<file path="config.mk">
export PLATFORM = sky130hd
export DESIGN_NAME = pairwise_inverse_square_force_unit
export DESIGN_NICKNAME = d
export VERILOG_FILES = /design/src/rtl/core/pisf_pkg.sv /design/src/rtl/core/pisf_serial_alu.sv /design/src/rtl/core/pairwise_inverse_square_force_unit.sv
export SDC_FILE = /design/constraint.sdc
export NUM_CORES = 2
export LEC_CHECK = 0
export BUFFER_PORTS_ARGS = -buffer_cell sky130_fd_sc_hd__buf_2
export CORE_UTILIZATION = 64
export DETAILED_ROUTE_END_ITERATION = 12
export GPL_TIMING_DRIVEN = 0
export MAX_ROUTING_LAYER = met4
export PLACE_DENSITY = 0.82
export SLEW_MARGIN = 0
export SYNTH_ARGS = -nofsm -noshare
export SYNTH_HDL_FRONTEND = slang
export SYNTH_SLANG_ARGS = --single-unit
export TNS_END_PERCENT = 10
</file>
<file path="constraint.sdc">
create_clock -name clk -period 8.76 [get_ports clk]
set_input_delay 0 -clock clk [delete_from_list [all_inputs] [get_ports clk]]
set_output_delay 0 -clock clk [all_outputs]
set_load 0.02 [all_outputs]
</file>
<file path="src/rtl/core/pisf_pkg.sv">
// ----------------------------------------------------------------------------
// pisf_pkg
// Types, register indexes and saturating helpers shared by the force unit.
// ----------------------------------------------------------------------------
package pisf_pkg;

    localparam logic [2:0] REG_GRAVITY     = 3'd0;
    localparam logic [2:0] REG_SELF_RANGE  = 3'd1;
    localparam logic [2:0] REG_OTHER_RANGE = 3'd2;
    localparam logic [2:0] REG_SELF_COEF   = 3'd3;
    localparam logic [2:0] REG_OTHER_COEF  = 3'd4;

    localparam logic ACT_LOAD = 1'b0;

    typedef enum logic [1:0] {
        OP_MUL,
        OP_DIV,
        OP_SQRT
    } alu_op_t;

    typedef struct packed {
        logic    start;
        alu_op_t op;
    } alu_ctrl_t;

    typedef struct packed {
        logic busy;
        logic done;
    } alu_stat_t;

    typedef enum logic [3:0] {
        S_IDLE,
        S_SQX,
        S_SQY,
        S_SQRT,
        S_DIVF,
        S_DIVX,
        S_DIVY,
        S_MFX,
        S_MFY,
        S_MSX,
        S_MSY,
        S_MOX,
        S_MOY,
        S_EMIT_O,
        S_EMIT_S
    } state_t;

    typedef struct packed {
        logic [31:0] v;
        logic        s;
    } sat_t;

    function automatic logic [31:0] mag32(input logic [31:0] v);
        logic [31:0] r;
        begin
            r = v[31] ? (32'd0 - v) : v;
            return r;
        end
    endfunction

    // signed value from sign and magnitude, clipped to 32 bits
    function automatic sat_t from_mag(input logic neg, input logic [63:0] m);
        sat_t        r;
        logic [31:0] mm;
        begin
            r.s = 1'b0;
            if (m > 64'h8000_0000)
            begin
                r.s = 1'b1;
                mm  = 32'h8000_0000;
            end
            else
            begin
                mm = m[31:0];
            end
            if (neg)
            begin
                r.v = 32'd0 - mm;
            end
            else if (mm == 32'h8000_0000)
            begin
                r.s = 1'b1;
                r.v = 32'h7FFF_FFFF;
            end
            else
            begin
                r.v = mm;
            end
            return r;
        end
    endfunction

    function automatic sat_t sat_add(input logic [31:0] a, input logic [31:0] b,
                                     input logic sub);
        sat_t        r;
        logic [32:0] sum;
        begin
            if (sub)
                sum = {a[31], a} - {b[31], b};
            else
                sum = {a[31], a} + {b[31], b};
            if (sum[32] != sum[31])
            begin
                r.s = 1'b1;
                r.v = sum[32] ? 32'h8000_0000 : 32'h7FFF_FFFF;
            end
            else
            begin
                r.s = 1'b0;
                r.v = sum[31:0];
            end
            return r;
        end
    endfunction

endpackage

</file>
<file path="src/rtl/core/pisf_serial_alu.sv">
// ----------------------------------------------------------------------------
// pisf_serial_alu
// Bit-serial multiply, restoring divide and square root on shared shift regs.
// ----------------------------------------------------------------------------
module pisf_serial_alu
    import pisf_pkg::*;
(
    input  logic        clk,
    input  logic        rst_n,
    input  alu_ctrl_t   ctrl,
    input  logic [63:0] a,
    input  logic [63:0] b,
    output alu_stat_t   stat,
    output logic [63:0] result
);

    logic [63:0] acc_reg, acc_next;
    logic [63:0] x_reg, x_next;
    logic [63:0] y_reg, y_next;
    logic [6:0]  cnt_reg, cnt_next;
    logic        busy_reg, busy_next;
    logic        done_reg, done_next;
    alu_op_t     op_reg, op_next;

    logic [64:0] div_r;
    logic [34:0] sq_r;
    logic [34:0] sq_t;

    always_comb
    begin
        acc_next  = acc_reg;
        x_next    = x_reg;
        y_next    = y_reg;
        cnt_next  = cnt_reg;
        busy_next = busy_reg;
        op_next   = op_reg;
        done_next = 1'b0;
        div_r     = {acc_reg, x_reg[63]};
        sq_r      = {acc_reg[32:0], x_reg[63:62]};
        sq_t      = {1'b0, y_reg[31:0], 2'b01};
        if (ctrl.start)
        begin
            op_next   = ctrl.op;
            busy_next = 1'b1;
            acc_next  = 64'd0;
            unique case (ctrl.op)
                OP_MUL:
                begin
                    x_next   = {32'd0, a[31:0]};
                    y_next   = {32'd0, b[31:0]};
                    cnt_next = 7'd31;
                end
                OP_DIV:
                begin
                    x_next   = a;
                    y_next   = b;
                    cnt_next = 7'd63;
                end
                default:
                begin
                    x_next   = a;
                    y_next   = 64'd0;
                    cnt_next = 7'd31;
                end
            endcase
        end
        else if (busy_reg)
        begin
            unique case (op_reg)
                OP_MUL:
                begin
                    if (y_reg[0])
                        acc_next = acc_reg + x_reg;
                    x_next = {x_reg[62:0], 1'b0};
                    y_next = {1'b0, y_reg[63:1]};
                end
                OP_DIV:
                begin
                    if (div_r >= {1'b0, y_reg})
                    begin
                        acc_next = 64'(div_r - {1'b0, y_reg});
                        x_next   = {x_reg[62:0], 1'b1};
                    end
                    else
                    begin
                        acc_next = div_r[63:0];
                        x_next   = {x_reg[62:0], 1'b0};
                    end
                end
                default:
                begin
                    // one root bit per step from the next pair of radicand bits
                    if (sq_r >= sq_t)
                    begin
                        acc_next = {29'd0, sq_r - sq_t};
                        y_next   = {y_reg[62:0], 1'b1};
                    end
                    else
                    begin
                        acc_next = {29'd0, sq_r};
                        y_next   = {y_reg[62:0], 1'b0};
                    end
                    x_next = {x_reg[61:0], 2'b00};
                end
            endcase
            cnt_next = cnt_reg - 7'd1;
            if (cnt_reg == 7'd0)
            begin
                busy_next = 1'b0;
                done_next = 1'b1;
            end
        end
    end

    always_ff @(posedge clk or negedge rst_n)
    begin
        if (!rst_n)
        begin
            busy_reg <= 1'b0;
            done_reg <= 1'b0;
            op_reg   <= OP_MUL;
            cnt_reg  <= 7'd0;
        end
        else
        begin
            busy_reg <= busy_next;
            done_reg <= done_next;
            op_reg   <= op_next;
            cnt_reg  <= cnt_next;
        end
    end

    always_ff @(posedge clk)
    begin
        acc_reg <= acc_next;
        x_reg   <= x_next;
        y_reg   <= y_next;
    end

    always_comb
    begin
        unique case (op_reg)
            OP_MUL:  result = acc_reg;
            OP_DIV:  result = x_reg;
            default: result = y_reg;
        endcase
    end

    assign stat.busy = busy_reg;
    assign stat.done = done_reg;

endmodule

</file>
<file path="src/rtl/core/pairwise_inverse_square_force_unit.sv">
// ----------------------------------------------------------------------------
// pairwise_inverse_square_force_unit
// Q16.16 pairwise inverse-square interaction between a stored subject
// particle and a stream of other particles, with saturating arithmetic.
// ----------------------------------------------------------------------------
// channel   handshake                 payload
// item      item_valid / item_ready   action, pos_x, pos_y, vel_x, vel_y, last
// result    result_valid / result_ready  out_vel_x, out_vel_y, is_subject,
//                                     saturated, end_of_run
// cfg       cfg_valid / cfg_ready     cfg_index, cfg_data
//
// a load transaction is taken in the idle state; an interact transaction runs on
// the one bit-per-cycle serial unit (squares, root, three 64-step divides,
// products) and skips the divides and products at zero distance
// rst_n clears the subject to zero and the configuration registers to their defaults
// the next transaction is taken while a result still waits in the output reg
// a stalled result holds the unit in its emit state until it is taken
// ----------------------------------------------------------------------------
module pairwise_inverse_square_force_unit
    import pisf_pkg::*;
(
    input  logic        clk,
    input  logic        rst_n,
    input  logic        item_valid,
    output logic        item_ready,
    input  logic        action,
    input  logic [31:0] pos_x,
    input  logic [31:0] pos_y,
    input  logic [31:0] vel_x,
    input  logic [31:0] vel_y,
    input  logic        last,
    output logic        result_valid,
    input  logic        result_ready,
    output logic [31:0] out_vel_x,
    output logic [31:0] out_vel_y,
    output logic        is_subject,
    output logic        saturated,
    output logic        end_of_run,
    input  logic        cfg_valid,
    output logic        cfg_ready,
    input  logic [2:0]  cfg_index,
    input  logic [31:0] cfg_data
);

    state_t      state_reg, state_next;
    logic        issue_reg, issue_next;
    alu_ctrl_t   alu_ctrl;
    alu_stat_t   alu_stat;
    logic [63:0] alu_a, alu_b, alu_res;

    logic [31:0] gravity_reg, self_coef_reg, other_coef_reg;
    logic [30:0] self_range_reg, other_range_reg;
    logic [31:0] spx_reg, spy_reg, svx_reg, svy_reg;
    logic        subj_clip_reg;

    logic [31:0] vx_reg, vy_reg, dx_reg, dy_reg;
    logic        last_reg, pair_s_reg, term_s_reg, oth_s_reg;
    logic [63:0] d2_reg;
    logic [31:0] dist_reg, f_reg, ux_reg, uy_reg, fx_reg, fy_reg, tx_reg;

    logic        out_valid_reg;
    logic [31:0] out_vx_reg, out_vy_reg;
    logic        out_subj_reg, out_sat_reg, out_end_reg;

    logic        item_take, out_free, self_hit, other_hit;
    logic        div_neg, mul_neg;
    sat_t        dx_in, dy_in, fm_div, fm_mul, add_x, add_y;

    pisf_serial_alu u_alu
    (
        .clk    (clk),
        .rst_n  (rst_n),
        .ctrl   (alu_ctrl),
        .a      (alu_a),
        .b      (alu_b),
        .stat   (alu_stat),
        .result (alu_res)
    );

    assign item_ready = (state_reg == S_IDLE);
    assign item_take  = item_valid && item_ready;
    assign cfg_ready  = 1'b1;
    assign out_free   = !out_valid_reg || result_ready;
    assign self_hit   = {1'b0, dist_reg} < {2'b00, self_range_reg};
    assign other_hit  = {1'b0, dist_reg} < {2'b00, other_range_reg};

    assign dx_in = sat_add(spx_reg, pos_x, 1'b1);
    assign dy_in = sat_add(spy_reg, pos_y, 1'b1);

    always_comb
    begin
        priority case (state_reg)
            S_DIVF:  div_neg = gravity_reg[31];
            S_DIVX:  div_neg = dx_reg[31];
            default: div_neg = dy_reg[31];
        endcase
        priority case (state_reg)
            S_MFX:   mul_neg = f_reg[31] ^ ux_reg[31];
            S_MFY:   mul_neg = f_reg[31] ^ uy_reg[31];
            S_MSX:   mul_neg = fx_reg[31] ^ self_coef_reg[31];
            S_MSY:   mul_neg = fy_reg[31] ^ self_coef_reg[31];
            S_MOX:   mul_neg = fx_reg[31] ^ other_coef_reg[31];
            default: mul_neg = fy_reg[31] ^ other_coef_reg[31];
        endcase
    end

    assign fm_div = from_mag(div_neg, alu_res);
    assign fm_mul = from_mag(mul_neg, {16'd0, alu_res[63:16]});
    assign add_x  = (state_reg == S_MSY) ? sat_add(svx_reg, tx_reg, 1'b0)
                                         : sat_add(vx_reg, tx_reg, 1'b1);
    assign add_y  = (state_reg == S_MSY) ? sat_add(svy_reg, fm_mul.v, 1'b0)
                                         : sat_add(vy_reg, fm_mul.v, 1'b1);

    // next state, serial unit operands
    always_comb
    begin
        state_next   = state_reg;
        issue_next   = 1'b0;
        alu_ctrl.start = issue_reg;
        alu_ctrl.op  = OP_MUL;
        alu_a        = 64'd0;
        alu_b        = 64'd0;
        unique case (state_reg)
            S_IDLE:
            begin
                if (item_take && action != ACT_LOAD)
                begin
                    state_next = S_SQX;
                    issue_next = 1'b1;
                end
            end
            S_SQX:
            begin
                alu_a = {32'd0, mag32(dx_reg)};
                alu_b = {32'd0, mag32(dx_reg)};
                if (alu_stat.done)
                begin
                    state_next = S_SQY;
                    issue_next = 1'b1;
                end
            end
            S_SQY:
            begin
                alu_a = {32'd0, mag32(dy_reg)};
                alu_b = {32'd0, mag32(dy_reg)};
                if (alu_stat.done)
                begin
                    state_next = S_SQRT;
                    issue_next = 1'b1;
                end
            end
            S_SQRT:
            begin
                alu_ctrl.op = OP_SQRT;
                alu_a       = d2_reg;
                if (alu_stat.done)
                begin
                    if (d2_reg == 64'd0)
                        state_next = S_EMIT_O;
                    else
                    begin
                        state_next = S_DIVF;
                        issue_next = 1'b1;
                    end
                end
            end
            S_DIVF:
            begin
                alu_ctrl.op = OP_DIV;
                alu_a       = {mag32(gravity_reg), 32'd0};
                alu_b       = d2_reg;
                if (alu_stat.done)
                begin
                    state_next = S_DIVX;
                    issue_next = 1'b1;
                end
            end
            S_DIVX:
            begin
                alu_ctrl.op = OP_DIV;
                alu_a       = {16'd0, mag32(dx_reg), 16'd0};
                alu_b       = {32'd0, dist_reg};
                if (alu_stat.done)
                begin
                    state_next = S_DIVY;
                    issue_next = 1'b1;
                end
            end
            S_DIVY:
            begin
                alu_ctrl.op = OP_DIV;
                alu_a       = {16'd0, mag32(dy_reg), 16'd0};
                alu_b       = {32'd0, dist_reg};
                if (alu_stat.done)
                begin
                    state_next = S_MFX;
                    issue_next = 1'b1;
                end
            end
            S_MFX:
            begin
                alu_a = {32'd0, mag32(f_reg)};
                alu_b = {32'd0, mag32(ux_reg)};
                if (alu_stat.done)
                begin
                    state_next = S_MFY;
                    issue_next = 1'b1;
                end
            end
            S_MFY:
            begin
                alu_a = {32'd0, mag32(f_reg)};
                alu_b = {32'd0, mag32(uy_reg)};
                if (alu_stat.done)
                begin
                    priority if (self_hit)
                    begin
                        state_next = S_MSX;
                        issue_next = 1'b1;
                    end
                    else if (other_hit)
                    begin
                        state_next = S_MOX;
                        issue_next = 1'b1;
                    end
                    else
                        state_next = S_EMIT_O;
                end
            end
            S_MSX:
            begin
                alu_a = {32'd0, mag32(fx_reg)};
                alu_b = {32'd0, mag32(self_coef_reg)};
                if (alu_stat.done)
                begin
                    state_next = S_MSY;
                    issue_next = 1'b1;
                end
            end
            S_MSY:
            begin
                alu_a = {32'd0, mag32(fy_reg)};
                alu_b = {32'd0, mag32(self_coef_reg)};
                if (alu_stat.done)
                begin
                    if (other_hit)
                    begin
                        state_next = S_MOX;
                        issue_next = 1'b1;
                    end
                    else
                        state_next = S_EMIT_O;
                end
            end
            S_MOX:
            begin
                alu_a = {32'd0, mag32(fx_reg)};
                alu_b = {32'd0, mag32(other_coef_reg)};
                if (alu_stat.done)
                begin
                    state_next = S_MOY;
                    issue_next = 1'b1;
                end
            end
            S_MOY:
            begin
                alu_a = {32'd0, mag32(fy_reg)};
                alu_b = {32'd0, mag32(other_coef_reg)};
                if (alu_stat.done)
                    state_next = S_EMIT_O;
            end
            S_EMIT_O:
            begin
                if (out_free)
                    state_next = last_reg ? S_EMIT_S : S_IDLE;
            end
            default:
            begin
                if (out_free)
                    state_next = S_IDLE;
            end
        endcase
    end

    always_ff @(posedge clk or negedge rst_n)
    begin
        if (!rst_n)
        begin
            state_reg <= S_IDLE;
            issue_reg <= 1'b0;
        end
        else
        begin
            state_reg <= state_next;
            issue_reg <= issue_next;
        end
    end

    // configuration, subject state and output valid flag
    always_ff @(posedge clk or negedge rst_n)
    begin
        if (!rst_n)
        begin
            gravity_reg     <= 32'h0001_0000;
            self_range_reg  <= 31'd6553600;
            other_range_reg <= 31'd6553600;
            self_coef_reg   <= 32'h0001_0000;
            other_coef_reg  <= 32'h0001_0000;
            spx_reg         <= 32'd0;
            spy_reg         <= 32'd0;
            svx_reg         <= 32'd0;
            svy_reg         <= 32'd0;
            subj_clip_reg   <= 1'b0;
            out_valid_reg   <= 1'b0;
        end
        else
        begin
            if (cfg_valid && cfg_ready)
            begin
                unique case (cfg_index)
                    REG_GRAVITY:     gravity_reg     <= cfg_data;
                    REG_SELF_RANGE:  self_range_reg  <= cfg_data[30:0];
                    REG_OTHER_RANGE: other_range_reg <= cfg_data[30:0];
                    REG_SELF_COEF:   self_coef_reg   <= cfg_data;
                    REG_OTHER_COEF:  other_coef_reg  <= cfg_data;
                    default:         ;
                endcase
            end
            if (item_take && action == ACT_LOAD)
            begin
                spx_reg       <= pos_x;
                spy_reg       <= pos_y;
                svx_reg       <= vel_x;
                svy_reg       <= vel_y;
                subj_clip_reg <= 1'b0;
            end
            if (state_reg == S_MSY && alu_stat.done)
            begin
                svx_reg <= add_x.v;
                svy_reg <= add_y.v;
                if (term_s_reg || fm_mul.s || add_x.s || add_y.s)
                    subj_clip_reg <= 1'b1;
            end
            if ((state_reg == S_EMIT_O || state_reg == S_EMIT_S) && out_free)
                out_valid_reg <= 1'b1;
            else if (result_ready)
                out_valid_reg <= 1'b0;
        end
    end

    // per-pair working registers and output data registers
    always_ff @(posedge clk)
    begin
        if (item_take)
        begin
            vx_reg     <= vel_x;
            vy_reg     <= vel_y;
            last_reg   <= last;
            dx_reg     <= dx_in.v;
            dy_reg     <= dy_in.v;
            pair_s_reg <= dx_in.s || dy_in.s;
            oth_s_reg  <= 1'b0;
        end
        if (alu_stat.done)
        begin
            unique case (state_reg)
                S_SQX:  d2_reg   <= alu_res;
                S_SQY:  d2_reg   <= d2_reg + alu_res;
                S_SQRT: dist_reg <= alu_res[31:0];
                S_DIVF:
                begin
                    f_reg      <= fm_div.v;
                    pair_s_reg <= pair_s_reg || fm_div.s;
                end
                S_DIVX:
                begin
                    ux_reg     <= fm_div.v;
                    pair_s_reg <= pair_s_reg || fm_div.s;
                end
                S_DIVY:
                begin
                    uy_reg     <= fm_div.v;
                    pair_s_reg <= pair_s_reg || fm_div.s;
                end
                S_MFX:
                begin
                    fx_reg     <= fm_mul.v;
                    pair_s_reg <= pair_s_reg || fm_mul.s;
                end
                S_MFY:
                begin
                    fy_reg     <= fm_mul.v;
                    pair_s_reg <= pair_s_reg || fm_mul.s;
                end
                S_MSX, S_MOX:
                begin
                    tx_reg     <= fm_mul.v;
                    term_s_reg <= pair_s_reg || fm_mul.s;
                end
                S_MOY:
                begin
                    vx_reg    <= add_x.v;
                    vy_reg    <= add_y.v;
                    oth_s_reg <= term_s_reg || fm_mul.s || add_x.s || add_y.s;
                end
                default: ;
            endcase
        end
        if (state_reg == S_EMIT_O && out_free)
        begin
            out_vx_reg   <= vx_reg;
            out_vy_reg   <= vy_reg;
            out_subj_reg <= 1'b0;
            out_sat_reg  <= oth_s_reg;
            out_end_reg  <= !last_reg;
        end
        else if (state_reg == S_EMIT_S && out_free)
        begin
            out_vx_reg   <= svx_reg;
            out_vy_reg   <= svy_reg;
            out_subj_reg <= 1'b1;
            out_sat_reg  <= subj_clip_reg;
            out_end_reg  <= 1'b1;
        end
    end

    assign result_valid = out_valid_reg;
    assign out_vel_x    = out_vx_reg;
    assign out_vel_y    = out_vy_reg;
    assign is_subject   = out_subj_reg;
    assign saturated    = out_sat_reg;
    assign end_of_run   = out_end_reg;

    a_start_idle: assert property (@(posedge clk) disable iff (!rst_n)
        alu_ctrl.start |-> !alu_stat.busy)
        else $error("serial unit started while busy");

    a_done_no_start: assert property (@(posedge clk) disable iff (!rst_n)
        alu_stat.done |-> !alu_ctrl.start)
        else $error("serial unit done and start in the same cycle");

    a_subject_after_last: assert property (@(posedge clk) disable iff (!rst_n)
        state_reg == S_EMIT_S |-> last_reg)
        else $error("subject result without last");

    a_clip_cleared_by_load: assert property (@(posedge clk) disable iff (!rst_n)
        $fell(subj_clip_reg) |-> $past(item_take && action == ACT_LOAD))
        else $error("subject clip flag cleared without load");

endmodule
</file>
==> impl_metrics.tcl, run 1 <==
set metrics [dict create \
    yosysSeqAreaShare 0.347 \
    grtUsageTotal 0.674 \
    yosys_most_used_dff "edfxtp_1" \
    grt_antenna_before_repair 70 \
    routabilityCongestion 1.24 \
    die_h_um 349 \
    numPortBuffers 238 \
    grt_overflow 35 \
    hpwl_um 267000 \
    cts-root-buf "clkbuf_16" \
    die_w_um 349 \
    synth_edf_count 548 \
    start_util 0.648 \
    ys_ff_latch 983 \
    worst_endpoint "vy_reg[15]$_DFF_P_/D" \
    rows 126 \
    haltStage "global routing (5_1_grt)" \
    cts_buffers 107 \
    grt_max_degree 101 \
    syn_inst 8753 \
    endpoint_type "sequential cell input" \
    syn-cell-area_mm2 0.0769 \
    htreeDepth 3 \
    yosysUniqueCellTypes 116 \
    status "did not finish" \
    yosysWarnings 0 \
    syn_nets 9422 \
    cts_sinks 983 \
    error "[ERROR GRT-0232] Routing congestion too high. Check the congestion heatmap in the GUI." \
    ios 240 \
    async_reset_ff_frac 0.309 \
    cts.path.max_buffers 3 \
    syn_avg_cell_area_um2 8.78 \
]
[cells by family after synthesis]
family	share of synthesized area
simple gates	0.142
buf+inv	0.0447
compound gates	0.246
flops	0.347
other cells	0.0000488
fa+ha+maj	0.0837
xor+xnor	0.0759
mux	0.0601
[Yosys cell counts (32+ instances only)]
master	count	area [µm²]
a2111oi_0	34	298
a211oi_1	96	721
a21o_1	268	2010
a21oi_1	622	3110
a221oi_1	59	517
a22oi_1	47	353
a31oi_1	111	694
and3_1	111	694
buf_1	32	120
clkbuf_1	378	1420
dfrtp_1	295	7380
dfxtp_1	131	2620
edfxtp_1	548	16500
ha_1	490	6130
inv_1	417	1570
mux2_2	168	1890
mux2i_1	255	2550
nand2_1	982	3690
nand2b_1	85	532
nand3_1	115	576
nand4_1	95	594
nor2_1	410	1540
nor2b_1	57	357
nor3_1	136	681
nor4_1	61	382
o211ai_1	77	578
o21a_1	98	736
o21ai_0	776	3880
o21ai_1	68	340
o21bai_1	63	473
o22ai_1	212	1330
o31ai_1	136	1020
o41ai_1	43	377
or2_2	33	206
or3_1	61	382
or4_1	42	315
xnor2_1	289	2530
xor2_1	377	3300
[timing repair]
item / 4_1_cts
hold buffers: 174
resized for setup: 57
buffers inserted: 11
endpoints found under the setup margin: 66
hold endpoints to repair: 583
cloned: 0
pin swaps: 7
[through the flow]
step	hold slack (ns)	worst slack (ns)	area, µm²	std cells
2_1_floorplan	-0.296	1.47	76900	8753
3_3_place_gp	0.204	-1.53	80100	10591
3_5_place_dp	-0.00635	-1.64	80500	10619
4_1_cts	0.0311	0.0347	86400	11006
[routing by layer]
layer / GRT overflow / track usage
met1: 0 / 0.721
met2: 15 / 0.853
met3: 3 / 0.400
met4: 17 / 0.615
met5: - / -
==> inputs of run 2 (changes only) <==
--- a/config.mk
+++ b/config.mk
@@ -6,11 +6,10 @@
 export NUM_CORES = 2
 export LEC_CHECK = 0
 export BUFFER_PORTS_ARGS = -buffer_cell sky130_fd_sc_hd__buf_2
-export CORE_UTILIZATION = 64
+export CORE_UTILIZATION = 40
 export DETAILED_ROUTE_END_ITERATION = 12
 export GPL_TIMING_DRIVEN = 0
-export MAX_ROUTING_LAYER = met4
-export PLACE_DENSITY = 0.82
+export PLACE_DENSITY_LB_ADDON = 0.15
 export SLEW_MARGIN = 0
 export SYNTH_ARGS = -nofsm -noshare
 export SYNTH_HDL_FRONTEND = slang
==> impl_metrics.tcl, run 2 <==
set metrics [dict create \
    timing.setup.critical_path_class "register to register" \
    rows 160 \
    synthMuxAreaShare 0.0601 \
    netlist_top_cells_count "nand2_1 (982), o21ai_0 (776), a21oi_1 (622)" \
    whs_ns 0.0388 \
    async_reset_ff_frac 0.309 \
    dieArea_mm2 0.194 \
    ys_top_cells_by_area "edfxtp_1 (21%), dfrtp_1 (9.6%), ha_1 (8.0%)" \
    slowest_stage "fa_1" \
    start_util 0.403 \
    cts-root-buf "clkbuf_16" \
    grt_max_degree 120 \
    hpwl_um 290000 \
    cp.required_ns 9.49 \
    yosysSeqAreaShare 0.347 \
    synth_top_area_share 0.214 \
    nets 10035 \
    final_cell_mix "nand2_1 (979), o21ai_0 (763), a21oi_1 (614)" \
    startpoint_type "register" \
    synth_edf_count 548 \
    viasPerCell 6.31 \
    core_area_mm2 0.191 \
    clkTransAtPathRegs_ns 0.07 \
    yosysMostFrequentCell "nand2_1" \
    route.detailed.drc 0 \
    grt_pass1_wl_um 510000 \
    grt_antenna_before_repair 34 \
    synth_simple_gate_area_frac 0.142 \
    final_common_cell "nand2_1" \
    htreeDepth 3 \
    die_h_um 440 \
    hold_path_depth 4 \
    vdd_drop_max_uv 260 \
    maxCapViolations 0 \
    synth_compound_gate_area_share 0.246 \
    die_w_um 440 \
    syn-cell-area_mm2 0.0769 \
    cts_tree "built" \
    numPortBuffers 238 \
    insertion_delay_ns 0.82 \
    yosys_most_used_dff "edfxtp_1" \
    cts.path.max_buffers 3 \
    hp-start "vel_y[8]" \
    r2r_end "vy_reg[16]$_DFF_P_" \
    slew_viol_final 0 \
    ios 240 \
    swShare 0.537 \
    yosysUniqueCellTypes 116 \
    grt_overflow 0 \
    power_leakage_nw 35.7 \
    cts_buffers 117 \
    num_vias 75694 \
    crit_start "u_alu.op_reg[0]$_DFFE_PN0P_" \
    syn_nets 9422 \
    wl_per_cell_um 30.2 \
    yosysWarnings 0 \
    synth_top_family_by_area "compound AO/OA/AOI/OAI gates" \
    setup.worst_path.end_class "register" \
    critPathArrivalTime_ns 9.32 \
    power_frac_comb 0.686 \
    ant_nets 0 \
    worstReg2RegStart "u_alu.op_reg[0]$_DFFE_PN0P_" \
    finalPower_w 0.0447 \
    ff2ff_setup_slack_ns 0.17 \
    finalCritPeriodShare 0.981 \
    post-route-min-period_ns 8.59 \
    clockPowerShare 0.121 \
    syn_inst 8753 \
    drive_gt1_frac 0.0984 \
    synth_xor_area_frac 0.0759 \
    cts_sinks 983 \
    grtUsageTotal 0.362 \
    wl_um 362000 \
    p_seq_frac 0.194 \
    powerDensity_mw_per_mm2 503 \
    reg2reg_depth 37 \
    finalHoldViolCount 0 \
    grt_pass1_vias 71909 \
    path_common_cell "buf_6" \
    cp_slowest_stage_delay_ns 0.38 \
    power.internal_w 0.0207 \
    status "finished, final reports clean" \
    setup_violations 0 \
    yosysTopAreaCell "edfxtp_1" \
    drtIter0Drc 9028 \
    hold_class "input port to register" \
    dr.pass1.iters 9 \
    fmax_mhz 116 \
    synth_fa_ha_area_frac 0.0837 \
    max_slew_margin 0.0173 \
    ys_ff_latch 983 \
    worst_pin_slew_ns 1.47 \
    area_growth_pct 15.5 \
    whs_endpoint "vy_reg[8]$_DFF_P_" \
    routabilityCongestion 1.07 \
    syn_avg_cell_area_um2 8.78 \
    clock_skew_ns 0.0443 \
    worstPathMaxFanout 10 \
    switchingPower_w 0.0240 \
]
run 2: timing repair:
action                                 in CTS  in global routing
setup buffers                              11                  9
endpoints found under the hold margin     640                  0
pin swaps                                   7                  2
setup endpoints to repair                  66                 64
hold buffers                              197                  0
gates resized for setup                    74                 40
run 2: cell families after synthesis:
| kind of cell | count (synthesis) |
|---|---|
| xor gates and xnor gates | 666 |
| and+or+nand+nor | 2306 |
| buffers and inverters | 878 |
| other | 1 |
| AOI/OAI and AO/OA | 2974 |
| DFF | 983 |
| muxes | 434 |
| adders and majority gates | 511 |
run 2: routing by layer:
layer / up-vias / track usage / share of wire
met5: - / 0 / 0.00045
met4: 24 / 0.236 / 0.078
met3: 1059 / 0.0754 / 0.089
met1: 36849 / 0.453 / 0.39
li1: 33875 / - / -
met2: 3887 / 0.564 / 0.44
run 2: power by group through the flow:
stage               sequential (W)  clock (W)  combinational, W
floorplan                  0.00799          0            0.0193
global placement           0.00867          0            0.0285
detailed placement         0.00864          0            0.0289
CTS                        0.00857    0.00542            0.0295
global route               0.00873    0.00558            0.0325
finish                     0.00865    0.00538            0.0306
run 2: final cells by class:
class,instances,area (µm²)
diodes,13,32.5
plain buffers,451,1880
clock buffers,152,3260
clock inverters,69,895
fillers,18667,102000
inverters,425,1610
multi-input cells,6892,47300
flip-flops and latches,983,26700
well taps,2511,3140
repair buffers,496,4000
run 2: stage by stage:
stage	utilization	worst slack, ns	instances	instance area (µm²)	setup TNS (ns)
after floorplan	-	1.47	8753	76900	0
after global placement	0.426	-2.24	11502	81200	-175.69
after detailed placement	0.430	-2.28	11542	81900	-124.32
after CTS	0.464	0.00684	11970	88500	0
after global routing	0.466	-0.0574	11980	88800	-0.310
final	0.466	0.168	11992	88800	0
run 2: worst max-delay path by stage:
stage,end,depth (start not counted),slack [ns]
final,vy_reg[16]$_DFF_P_,37,0.17
after global routing,vy_reg[14]$_DFF_P_,37,-0.06
after CTS,vy_reg[30]$_DFF_P_,36,0.007
after detailed placement,vy_reg[20]$_DFF_P_,38,-2.28
after global placement,vy_reg[30]$_DFF_P_,34,-2.24
after floorplan,vy_reg[20]$_DFF_P_,36,1.47
run 2: worst max-delay path: cells and delay by family (launching register included):
family / cells / cell delay [ns]
multiplexers: 1 / 0.29
buffers and inverters: 9 / 2.05
flip-flops: 1 / 0.33
AND/OR/NAND/NOR: 13 / 2.36
adder cells (fa/ha/maj): 3 / 0.95
AO/OA/AOI/OAI: 11 / 2.47
(Power assumes the default switching activity.)
